===== config.mk =====
export PLATFORM = sky130hd
export DESIGN_NAME = psg_adsr_envelope_core
export DESIGN_NICKNAME = d
export VERILOG_FILES = /design/src/design/psgadsr_pkg.sv /design/src/design/psg_adsr_envelope_core.sv /design/src/design/psgadsr_queue.sv /design/src/design/psgadsr_front.sv /design/src/design/psgadsr_back.sv
export SDC_FILE = /design/constraint.sdc
export NUM_CORES = 1
export LEC_CHECK = 0
export BUFFER_PORTS_ARGS = -buffer_cell sky130_fd_sc_hd__buf_2
export CORE_MARGIN = 3
export CORE_UTILIZATION = 60
export DETAILED_ROUTE_END_ITERATION = 12
export HOLD_SLACK_MARGIN = 0.02
export PLACE_DENSITY = 0.83
export SLEW_MARGIN = 20
export SYNTH_ARGS = -nofsm -noshare
export SYNTH_HDL_FRONTEND = slang
export SYNTH_SLANG_ARGS = --single-unit

===== constraint.sdc =====
create_clock -name clk -period 8.1 [get_ports clk]
set_input_delay 0.405 -clock clk [delete_from_list [all_inputs] [get_ports clk]]
set_output_delay 0.405 -clock clk [all_outputs]
set_load 0.1 [all_outputs]

===== src/design/psgadsr_pkg.sv =====
package psgadsr_pkg;

    // Field widths
    localparam int REQ_W   = 2;
    localparam int RATE_W  = 4;
    localparam int LVL_W   = 4;
    localparam int VEL_W   = 7;
    localparam int VOLIN_W = 7;
    localparam int CODE_W  = 3;
    localparam int VOUT_W  = 4;

    // Signed working width for the level arithmetic (covers -15 .. 30)
    localparam int WORK_W = 7;
    localparam logic signed [WORK_W-1:0] WORK_ZERO = '0;

    // Volume product chain: track * player, * velocity, * level
    localparam int PROD_A_W  = 2 * VOLIN_W;
    localparam int PROD_B_W  = PROD_A_W + VEL_W;
    localparam int PROD_C_W  = PROD_B_W + LVL_W;
    localparam int VOL_SHIFT = 21;

    localparam logic [LVL_W-1:0] LEVEL_PEAK = 4'd15;

    // Request kinds
    localparam logic [REQ_W-1:0] REQ_TICK     = 2'd0;
    localparam logic [REQ_W-1:0] REQ_NOTE_ON  = 2'd1;
    localparam logic [REQ_W-1:0] REQ_NOTE_OFF = 2'd2;

    // Phase codes as reported on the result
    localparam logic [CODE_W-1:0] CODE_IDLE    = 3'd0;
    localparam logic [CODE_W-1:0] CODE_ARMED   = 3'd1;
    localparam logic [CODE_W-1:0] CODE_ATTACK  = 3'd2;
    localparam logic [CODE_W-1:0] CODE_DECAY   = 3'd3;
    localparam logic [CODE_W-1:0] CODE_SUSTAIN = 3'd4;
    localparam logic [CODE_W-1:0] CODE_RELEASE = 3'd5;

    // Queue between front and back
    localparam int QUEUE_DEPTH = 2;
    localparam int QPTR_W      = (QUEUE_DEPTH > 1) ? $clog2(QUEUE_DEPTH) : 1;
    localparam int QCNT_W      = $clog2(QUEUE_DEPTH + 1);

    typedef enum logic [5:0] {
        PH_IDLE    = 6'b000001,
        PH_ARMED   = 6'b000010,
        PH_ATTACK  = 6'b000100,
        PH_DECAY   = 6'b001000,
        PH_SUSTAIN = 6'b010000,
        PH_RELEASE = 6'b100000
    } env_phase_t;

    // One queued request: envelope state after the request plus volume inputs
    typedef struct packed {
        logic [CODE_W-1:0]  phase_code;
        logic [LVL_W-1:0]   level;
        logic               active;
        logic [VOLIN_W-1:0] track_volume;
        logic [VOLIN_W-1:0] player_volume;
        logic [VEL_W-1:0]   velocity;
    } env_entry_t;

    function automatic logic [CODE_W-1:0] phase_code(input env_phase_t ph);
        logic [CODE_W-1:0] code;
        case (ph)
            PH_IDLE:    code = CODE_IDLE;
            PH_ARMED:   code = CODE_ARMED;
            PH_ATTACK:  code = CODE_ATTACK;
            PH_DECAY:   code = CODE_DECAY;
            PH_SUSTAIN: code = CODE_SUSTAIN;
            PH_RELEASE: code = CODE_RELEASE;
            default:    code = CODE_IDLE;
        endcase
        return code;
    endfunction

endpackage


===== src/design/psg_adsr_envelope_core.sv =====
// Envelope generator for one tone-generator voice.
// Input channel (in_valid / in_ready) carries one request: req_type selects
// tick, note on or note off; rates, sustain and velocity matter on note on,
// track and player volume on every request. Output channel (out_valid /
// out_ready) returns exactly one result per request, in order: phase code,
// envelope level, scaled volume and the active flag.
// The front steps the envelope state in the cycle a request is accepted and
// queues the result state (two entries). The back pops one entry and runs
// three multiply steps (track*player, *velocity, *level), registering the
// first two and loading the output register on the last. With an empty
// back end, an accepted request moves through the queue, the entry register,
// both product registers and the output register. The back pops no new entry
// until it has loaded the output; the queue absorbs up to two more requests.
// When the receiver stalls, the finished result holds in the output
// register, the back holds its next result, then the queue fills and
// in_ready drops. Reset (rst_n low, asynchronous) returns the voice to
// idle with level 0 and clears the held rates and velocity.
module psg_adsr_envelope_core
    import psgadsr_pkg::*;
(
    input  logic               clk,
    input  logic               rst_n,
    input  logic               in_valid,
    output logic               in_ready,
    input  logic [REQ_W-1:0]   req_type,
    input  logic [RATE_W-1:0]  attack_rate,
    input  logic [RATE_W-1:0]  decay_rate,
    input  logic [LVL_W-1:0]   sustain_level,
    input  logic [RATE_W-1:0]  release_rate,
    input  logic [VEL_W-1:0]   note_velocity,
    input  logic [VOLIN_W-1:0] track_volume,
    input  logic [VOLIN_W-1:0] player_volume,
    output logic               out_valid,
    input  logic               out_ready,
    output logic [CODE_W-1:0]  phase,
    output logic [LVL_W-1:0]   level,
    output logic [VOUT_W-1:0]  out_volume,
    output logic               active
);

    env_entry_t push_entry;
    env_entry_t head_entry;
    logic       push;
    logic       pop;
    logic       queue_full;
    logic       queue_empty;

    psgadsr_front u_front (
        .clk           (clk),
        .rst_n         (rst_n),
        .in_valid      (in_valid),
        .in_ready      (in_ready),
        .req_type      (req_type),
        .attack_rate   (attack_rate),
        .decay_rate    (decay_rate),
        .sustain_level (sustain_level),
        .release_rate  (release_rate),
        .note_velocity (note_velocity),
        .track_volume  (track_volume),
        .player_volume (player_volume),
        .queue_full    (queue_full),
        .push          (push),
        .push_entry    (push_entry)
    );

    psgadsr_queue u_queue (
        .clk        (clk),
        .rst_n      (rst_n),
        .push       (push),
        .push_entry (push_entry),
        .pop        (pop),
        .head_entry (head_entry),
        .full       (queue_full),
        .empty      (queue_empty)
    );

    psgadsr_back u_back (
        .clk         (clk),
        .rst_n       (rst_n),
        .head_entry  (head_entry),
        .queue_empty (queue_empty),
        .pop         (pop),
        .out_valid   (out_valid),
        .out_ready   (out_ready),
        .phase       (phase),
        .level       (level),
        .out_volume  (out_volume),
        .active      (active)
    );

endmodule


===== src/design/psgadsr_queue.sv =====
module psgadsr_queue
    import psgadsr_pkg::*;
(
    input  logic       clk,
    input  logic       rst_n,
    input  logic       push,
    input  env_entry_t push_entry,
    input  logic       pop,
    output env_entry_t head_entry,
    output logic       full,
    output logic       empty
);

    env_entry_t          slot_reg [QUEUE_DEPTH];
    logic [QPTR_W-1:0]   wr_ptr_reg, wr_ptr_next;
    logic [QPTR_W-1:0]   rd_ptr_reg, rd_ptr_next;
    logic [QCNT_W-1:0]   count_reg, count_next;

    assign full       = (count_reg == QCNT_W'(QUEUE_DEPTH));
    assign empty      = (count_reg == '0);
    assign head_entry = slot_reg[rd_ptr_reg];

    // Advance pointers with wrap, track fill level
    always_comb
    begin
        wr_ptr_next = wr_ptr_reg;
        rd_ptr_next = rd_ptr_reg;
        count_next  = count_reg;
        if (push)
        begin
            if (wr_ptr_reg == QPTR_W'(QUEUE_DEPTH - 1))
                wr_ptr_next = '0;
            else
                wr_ptr_next = wr_ptr_reg + 1'b1;
        end
        if (pop)
        begin
            if (rd_ptr_reg == QPTR_W'(QUEUE_DEPTH - 1))
                rd_ptr_next = '0;
            else
                rd_ptr_next = rd_ptr_reg + 1'b1;
        end
        if (push && !pop)
            count_next = count_reg + 1'b1;
        else if (pop && !push)
            count_next = count_reg - 1'b1;
    end

    always_ff @(posedge clk or negedge rst_n)
    begin
        if (!rst_n)
        begin
            wr_ptr_reg <= '0;
            rd_ptr_reg <= '0;
            count_reg  <= '0;
        end
        else
        begin
            wr_ptr_reg <= wr_ptr_next;
            rd_ptr_reg <= rd_ptr_next;
            count_reg  <= count_next;
        end
    end

    // Store the incoming request
    always_ff @(posedge clk)
    begin
        if (push)
            slot_reg[wr_ptr_reg] <= push_entry;
    end

endmodule


===== src/design/psgadsr_front.sv =====
module psgadsr_front
    import psgadsr_pkg::*;
(
    input  logic               clk,
    input  logic               rst_n,
    input  logic               in_valid,
    output logic               in_ready,
    input  logic [REQ_W-1:0]   req_type,
    input  logic [RATE_W-1:0]  attack_rate,
    input  logic [RATE_W-1:0]  decay_rate,
    input  logic [LVL_W-1:0]   sustain_level,
    input  logic [RATE_W-1:0]  release_rate,
    input  logic [VEL_W-1:0]   note_velocity,
    input  logic [VOLIN_W-1:0] track_volume,
    input  logic [VOLIN_W-1:0] player_volume,
    input  logic               queue_full,
    output logic               push,
    output env_entry_t         push_entry
);

    env_phase_t         phase_reg, phase_next;
    logic               off_reg, off_next;
    logic [LVL_W-1:0]   level_reg, level_next;
    logic [RATE_W-1:0]  attack_reg, attack_next;
    logic [RATE_W-1:0]  decay_reg, decay_next;
    logic [LVL_W-1:0]   sustain_reg, sustain_next;
    logic [RATE_W-1:0]  release_reg, release_next;
    logic [VEL_W-1:0]   velocity_reg, velocity_next;

    logic signed [WORK_W-1:0] work;
    logic signed [WORK_W-1:0] attack_s, decay_s, sustain_s, release_s;
    logic                     done;
    logic                     active_now, active_next;

    assign in_ready = !queue_full;
    assign push     = in_valid && in_ready;

    assign attack_s  = signed'({{(WORK_W-RATE_W){1'b0}}, attack_reg});
    assign decay_s   = signed'({{(WORK_W-RATE_W){1'b0}}, decay_reg});
    assign sustain_s = signed'({{(WORK_W-LVL_W){1'b0}}, sustain_reg});
    assign release_s = signed'({{(WORK_W-RATE_W){1'b0}}, release_reg});

    assign active_now  = phase_reg inside {PH_ATTACK, PH_DECAY, PH_SUSTAIN, PH_RELEASE};
    assign active_next = phase_next inside {PH_ATTACK, PH_DECAY, PH_SUSTAIN, PH_RELEASE};

    // Classify the request and step the envelope
    always_comb
    begin
        phase_next    = phase_reg;
        off_next      = off_reg;
        attack_next   = attack_reg;
        decay_next    = decay_reg;
        sustain_next  = sustain_reg;
        release_next  = release_reg;
        velocity_next = velocity_reg;
        work          = signed'({{(WORK_W-LVL_W){1'b0}}, level_reg});
        done          = 1'b0;

        case (req_type)
            REQ_TICK:
            begin
                if (phase_reg == PH_ARMED)
                begin
                    if (attack_reg != '0)
                    begin
                        work       = '0;
                        phase_next = PH_ATTACK;
                    end
                    else if (decay_reg != '0)
                    begin
                        work       = signed'({{(WORK_W-LVL_W){1'b0}}, LEVEL_PEAK});
                        phase_next = PH_DECAY;
                    end
                    else
                    begin
                        work       = sustain_s;
                        phase_next = PH_SUSTAIN;
                    end
                end
                else if (!active_now)
                begin
                    phase_next = PH_IDLE;
                    off_next   = 1'b0;
                    work       = '0;
                end
                else
                begin
                    // Enter release or cut on a pending note off
                    if (off_reg)
                    begin
                        off_next = 1'b0;
                        if (release_reg == '0)
                        begin
                            phase_next = PH_IDLE;
                            work       = '0;
                            done       = 1'b1;
                        end
                        else
                            phase_next = PH_RELEASE;
                    end
                    if (!done && phase_next == PH_ATTACK)
                    begin
                        work = work + attack_s;
                        if (work > signed'({{(WORK_W-LVL_W){1'b0}}, LEVEL_PEAK}))
                        begin
                            work       = signed'({{(WORK_W-LVL_W){1'b0}}, LEVEL_PEAK});
                            phase_next = (decay_reg != '0) ? PH_DECAY : PH_SUSTAIN;
                        end
                    end
                    if (!done && phase_next == PH_DECAY)
                    begin
                        work = work - decay_s;
                        if (work <= WORK_ZERO)
                        begin
                            phase_next = PH_IDLE;
                            off_next   = 1'b0;
                            work       = '0;
                            done       = 1'b1;
                        end
                        else if (work <= sustain_s)
                            phase_next = PH_SUSTAIN;
                    end
                    if (!done && phase_next == PH_SUSTAIN)
                        work = sustain_s;
                    if (!done && phase_next == PH_RELEASE)
                    begin
                        work = work - release_s;
                        if (work <= WORK_ZERO)
                        begin
                            phase_next = PH_IDLE;
                            off_next   = 1'b0;
                            work       = '0;
                        end
                    end
                end
            end
            REQ_NOTE_ON:
            begin
                attack_next   = attack_rate;
                decay_next    = decay_rate;
                sustain_next  = sustain_level;
                release_next  = release_rate;
                velocity_next = note_velocity;
                off_next      = 1'b0;
                phase_next    = PH_ARMED;
            end
            REQ_NOTE_OFF:
            begin
                if (active_now)
                    off_next = 1'b1;
            end
            default:
            begin
                phase_next = phase_reg;
            end
        endcase

        // Clamp the level into its field range
        if (work < WORK_ZERO)
            level_next = '0;
        else if (work > signed'({{(WORK_W-LVL_W){1'b0}}, LEVEL_PEAK}))
            level_next = LEVEL_PEAK;
        else
            level_next = work[LVL_W-1:0];
    end

    // Build the queued request from the new state
    always_comb
    begin
        push_entry.phase_code    = phase_code(phase_next);
        push_entry.level         = level_next;
        push_entry.active        = active_next;
        push_entry.track_volume  = track_volume;
        push_entry.player_volume = player_volume;
        push_entry.velocity      = velocity_next;
    end

    always_ff @(posedge clk or negedge rst_n)
    begin
        if (!rst_n)
        begin
            phase_reg    <= PH_IDLE;
            off_reg      <= 1'b0;
            level_reg    <= '0;
            attack_reg   <= '0;
            decay_reg    <= '0;
            sustain_reg  <= '0;
            release_reg  <= '0;
            velocity_reg <= '0;
        end
        else if (push)
        begin
            phase_reg    <= phase_next;
            off_reg      <= off_next;
            level_reg    <= level_next;
            attack_reg   <= attack_next;
            decay_reg    <= decay_next;
            sustain_reg  <= sustain_next;
            release_reg  <= release_next;
            velocity_reg <= velocity_next;
        end
    end

endmodule


===== src/design/psgadsr_back.sv =====
module psgadsr_back
    import psgadsr_pkg::*;
(
    input  logic              clk,
    input  logic              rst_n,
    input  env_entry_t        head_entry,
    input  logic              queue_empty,
    output logic              pop,
    output logic              out_valid,
    input  logic              out_ready,
    output logic [CODE_W-1:0] phase,
    output logic [LVL_W-1:0]  level,
    output logic [VOUT_W-1:0] out_volume,
    output logic              active
);

    typedef enum logic [3:0] {
        B_IDLE = 4'b0001,
        B_MUL1 = 4'b0010,
        B_MUL2 = 4'b0100,
        B_MUL3 = 4'b1000
    } back_state_t;

    back_state_t          state_reg, state_next;
    env_entry_t           entry_reg;
    logic [PROD_A_W-1:0]  prod_a_reg;
    logic [PROD_B_W-1:0]  prod_b_reg;
    logic [PROD_C_W-1:0]  prod_c;
    logic                 out_valid_reg, out_valid_next;
    logic [CODE_W-1:0]    phase_reg;
    logic [LVL_W-1:0]     level_reg;
    logic [VOUT_W-1:0]    volume_reg;
    logic                 active_reg;
    logic                 load;

    assign pop    = (state_reg == B_IDLE) && !queue_empty;
    assign load   = (state_reg == B_MUL3) && (!out_valid_reg || out_ready);
    assign prod_c = PROD_C_W'(prod_b_reg) * PROD_C_W'(entry_reg.level);

    // Sequence the three multiply steps; hold the last one until the output register can be loaded
    always_comb
    begin
        state_next = state_reg;
        case (state_reg)
            B_IDLE:  if (!queue_empty) state_next = B_MUL1;
            B_MUL1:  state_next = B_MUL2;
            B_MUL2:  state_next = B_MUL3;
            B_MUL3:  if (load) state_next = B_IDLE;
            default: state_next = B_IDLE;
        endcase
    end

    always_comb
    begin
        out_valid_next = out_valid_reg;
        if (load)
            out_valid_next = 1'b1;
        else if (out_ready)
            out_valid_next = 1'b0;
    end

    always_ff @(posedge clk or negedge rst_n)
    begin
        if (!rst_n)
        begin
            state_reg     <= B_IDLE;
            out_valid_reg <= 1'b0;
        end
        else
        begin
            state_reg     <= state_next;
            out_valid_reg <= out_valid_next;
        end
    end

    // Capture the request, run the product chain and load the output register
    always_ff @(posedge clk)
    begin
        if (pop)
            entry_reg <= head_entry;
        if (state_reg == B_MUL1)
            prod_a_reg <= PROD_A_W'(entry_reg.track_volume)
                        * PROD_A_W'(entry_reg.player_volume);
        if (state_reg == B_MUL2)
            prod_b_reg <= PROD_B_W'(prod_a_reg) * PROD_B_W'(entry_reg.velocity);
        if (load)
        begin
            phase_reg  <= entry_reg.phase_code;
            level_reg  <= entry_reg.level;
            active_reg <= entry_reg.active;
            if (!entry_reg.active)
                volume_reg <= '0;
            else if (prod_c[PROD_C_W-1:VOL_SHIFT] > (PROD_C_W-VOL_SHIFT)'(LEVEL_PEAK))
                volume_reg <= VOUT_W'(LEVEL_PEAK);
            else
                volume_reg <= VOUT_W'(prod_c[PROD_C_W-1:VOL_SHIFT]);
        end
    end

    assign out_valid  = out_valid_reg;
    assign phase      = phase_reg;
    assign level      = level_reg;
    assign out_volume = volume_reg;
    assign active     = active_reg;

endmodule


==> flow_summary.ini <==
[status]
outcome = completed

[logic_synthesis]
synth_cells = 1292
synth_edf_count = 134
ys_seq_area_frac = 0.364
synth_area_per_cell_um2 = 10.9
synth_most_common_cell = nand2_1
yosys.cell_types.count = 78
syn-num-nets = 1574
yosys_warnings = 0
synth_area_leaders = edfxtp_1 (29%), fa_1 (18%), ha_1 (10%)
synth_area_leader_cell = edfxtp_1
ys_ff_latch = 177
netlist_area_um2 = 14000
async_reset_ff_frac = 0.243
ys.flop_type = edfxtp_1
synth_top_area_share = 0.287
synth.top_cells.by_count = nand2_1 (183), inv_1 (159), edfxtp_1 (134)

[timing]
worst_pin_slew_ns = 1.02
finClkSkew_ns = 0.0165
fin_tns_setup_ns = 0
setup_viol = 0
rsz0062_at_grt = no
slew_viol_final = 0
final_hold_viol_count = 0
min_period_over_period = 0.932
slew_headroom = 0.323
min_period_ns = 7.55
fmaxAchievable_mhz = 133

[cells_and_area]
nets = 1627
fill_cells = 1701
final_cells = 1671
largest_reg_flops = 58
area_growth_pct = 8.85
diodes = 0
multi_input_area_um2 = 8220
ff_latch_area_um2 = 5100
drive_gt1_frac = 0.141

[detailed_routing]
dr.pass1.iters = 5
drtIter0Drc = 603
routed-via-count = 9617
ant_nets = 0
post-route-drc-count = 0
routedWlPerCell_um = 17.4
viasPerCell = 5.76
drt_wl_total_um = 29000

[worst_setup_path]
cp.arrival_ns = 7.73
critPathLaunchType = register
critPathMaxStageDelay_ns = 0.49
critPathCaptureType = register
critPathMaxFanout = 9
crit_top_cell = inv_1
critPathRequiredTime_ns = 8.28
critPathSlowestCell = or4_4
criticalPathCategory = register to register

[clock_network]
clk_pin_slew_ns = 0.08
cts_tree = built
clk_latency_ns = 0.44
clock_path_buffers = 2
cts_made_buffers = 17
cts_sinks = 177
cts-root-buf = clkbuf_16
h-tree-depth = 4
cts_hold_buf = 0

[global_routing]
grtUsageTotal = 0.239
grt_max_degree = 44
grt_pass1_wl_um = 49200
grt_overflow = 0
grt_pass1_vias = 10300
antenna_found_initial = 0

[placement]
dp_hpwl_um = 21800
place_congestion = 1.01
portBuffers = 56
dp.cells = 1638

[floorplan]
start_util = 0.615
num_io_pins = 57
rows = 55
die_h_um = 159
coreArea_um2 = 22800
dieArea_um2 = 25200
die_w_um = 159

[hold_path]
hp-class = input port to asynchronous set/reset pin

[job]
drv_cap = 0
==> path summary, 6_finish.rpt <==
path,depth (start not counted),slack (ns),start,end
max,35,0.55,u_front.release_reg[2],u_queue.slot_reg[1][21]
min,1,0.13,rst_n,u_front.velocity_reg[4]
max reg2reg,35,0.55,u_front.release_reg[2],u_queue.slot_reg[1][21]
min reg2reg,0,0.43,u_back.entry_reg[28],u_back.phase[2]
max in group asynchronous,1,7.27,rst_n,u_front.off_reg
min in group clk,1,0.14,player_volume[4],u_queue.slot_reg[0][11]
==> area by class of cell <==
class / instances / share of cell area
clock buffers: 17 / 0.0279
clock inverters: 15 / 0.0115
inverters: 160 / 0.0394
multi-input cells: 924 / 0.538
flip-flops and latches: 177 / 0.334
well taps: 313 / 0.0257
repair buffers: 65 / 0.0228
==> metal layers <==
layer | up-vias | GRT usage | routed length (um)
li1 | 4486 | - | -
met1 | 4796 | 0.304 | 12100
met2 | 274 | 0.417 | 14900
met3 | 61 | 0.0394 | 1270
met4 | 0 | 0.0804 | 708
met5 | - | 0 | 0
==> worst max-delay path: cells and delay by family (launching register included) <==
family | cells | cell delay [ns]
xor+xnor | 3 | 0.53
fa+ha+maj | 7 | 1.86
buf+inv | 6 | 0.50
flops | 1 | 0.40
mux | 1 | 0.34
compound gates | 8 | 1.82
simple gates | 10 | 1.82
==> cell families (layout without fill, tap and decap cells) <==
| kind of cell | after synthesis | after routing | share of synthesized area |
|---|---|---|---|
| simple gates | 420 | 420 | 0.151 |
| xor+xnor | 41 | 41 | 0.0256 |
| flops | 177 | 177 | 0.364 |
| mux | 67 | 67 | 0.0539 |
| fa+ha+maj | 239 | 239 | 0.279 |
| compound gates | 157 | 157 | 0.0738 |
| buf+inv | 191 | 257 | 0.0522 |
==> placed cells by master (no fill, tap or decap), types with 5 or more instances in the layout <==
cell type  synthesis  final
a211oi_1           6      6
mux2_2            60     60
nor4_1             5      5
nand2b_1           7      7
mux2i_1            5      5
or2_2              5      5
xor2_1            10     10
buf_4              1      9
ha_1             116    116
o21ai_0           37     37
nor2b_1           10     10
or3_1              5      5
nor2_1            46     45
o21bai_1           6      6
buf_2              3     56
edfxtp_1         134    134
and2_1            92     92
o21a_1             8      8
inv_1            159    159
a21o_1             7      7
nor4b_1            6      5
clkbuf_16          0     17
inv_6              0      5
xnor2_1           31     30
a31oi_1            7      7
fa_1             123    123
nand3_1           14     14
nor3_1            13     12
dfrtp_1           41     40
nand2_1          183    183
and3_1             6      6
a21oi_1           41     41
==> through the flow <==
stage	area, um^2	hold WS (ns)	setup slack, ns	util
floorplan	14000	0.109	0.830	-
global placement	14600	0.409	0.324	0.642
detailed placement	14600	0.416	0.0926	0.642
CTS	15200	0.124	0.0689	0.669
global route	15300	0.130	0.0205	0.670
finish	15300	0.134	0.555	0.670
==> repair_timing <==
action / 4_1_cts / 5_1_grt
resized for setup: 0 / 4
endpoints found under the setup margin: 0 / 20
hold endpoints to repair: 0 / 0
buffers inserted: 0 / 1
Power is left out: the tool's default activity adds up to more than one toggle a clock period on the data nets, which glitch-free logic cannot reach.
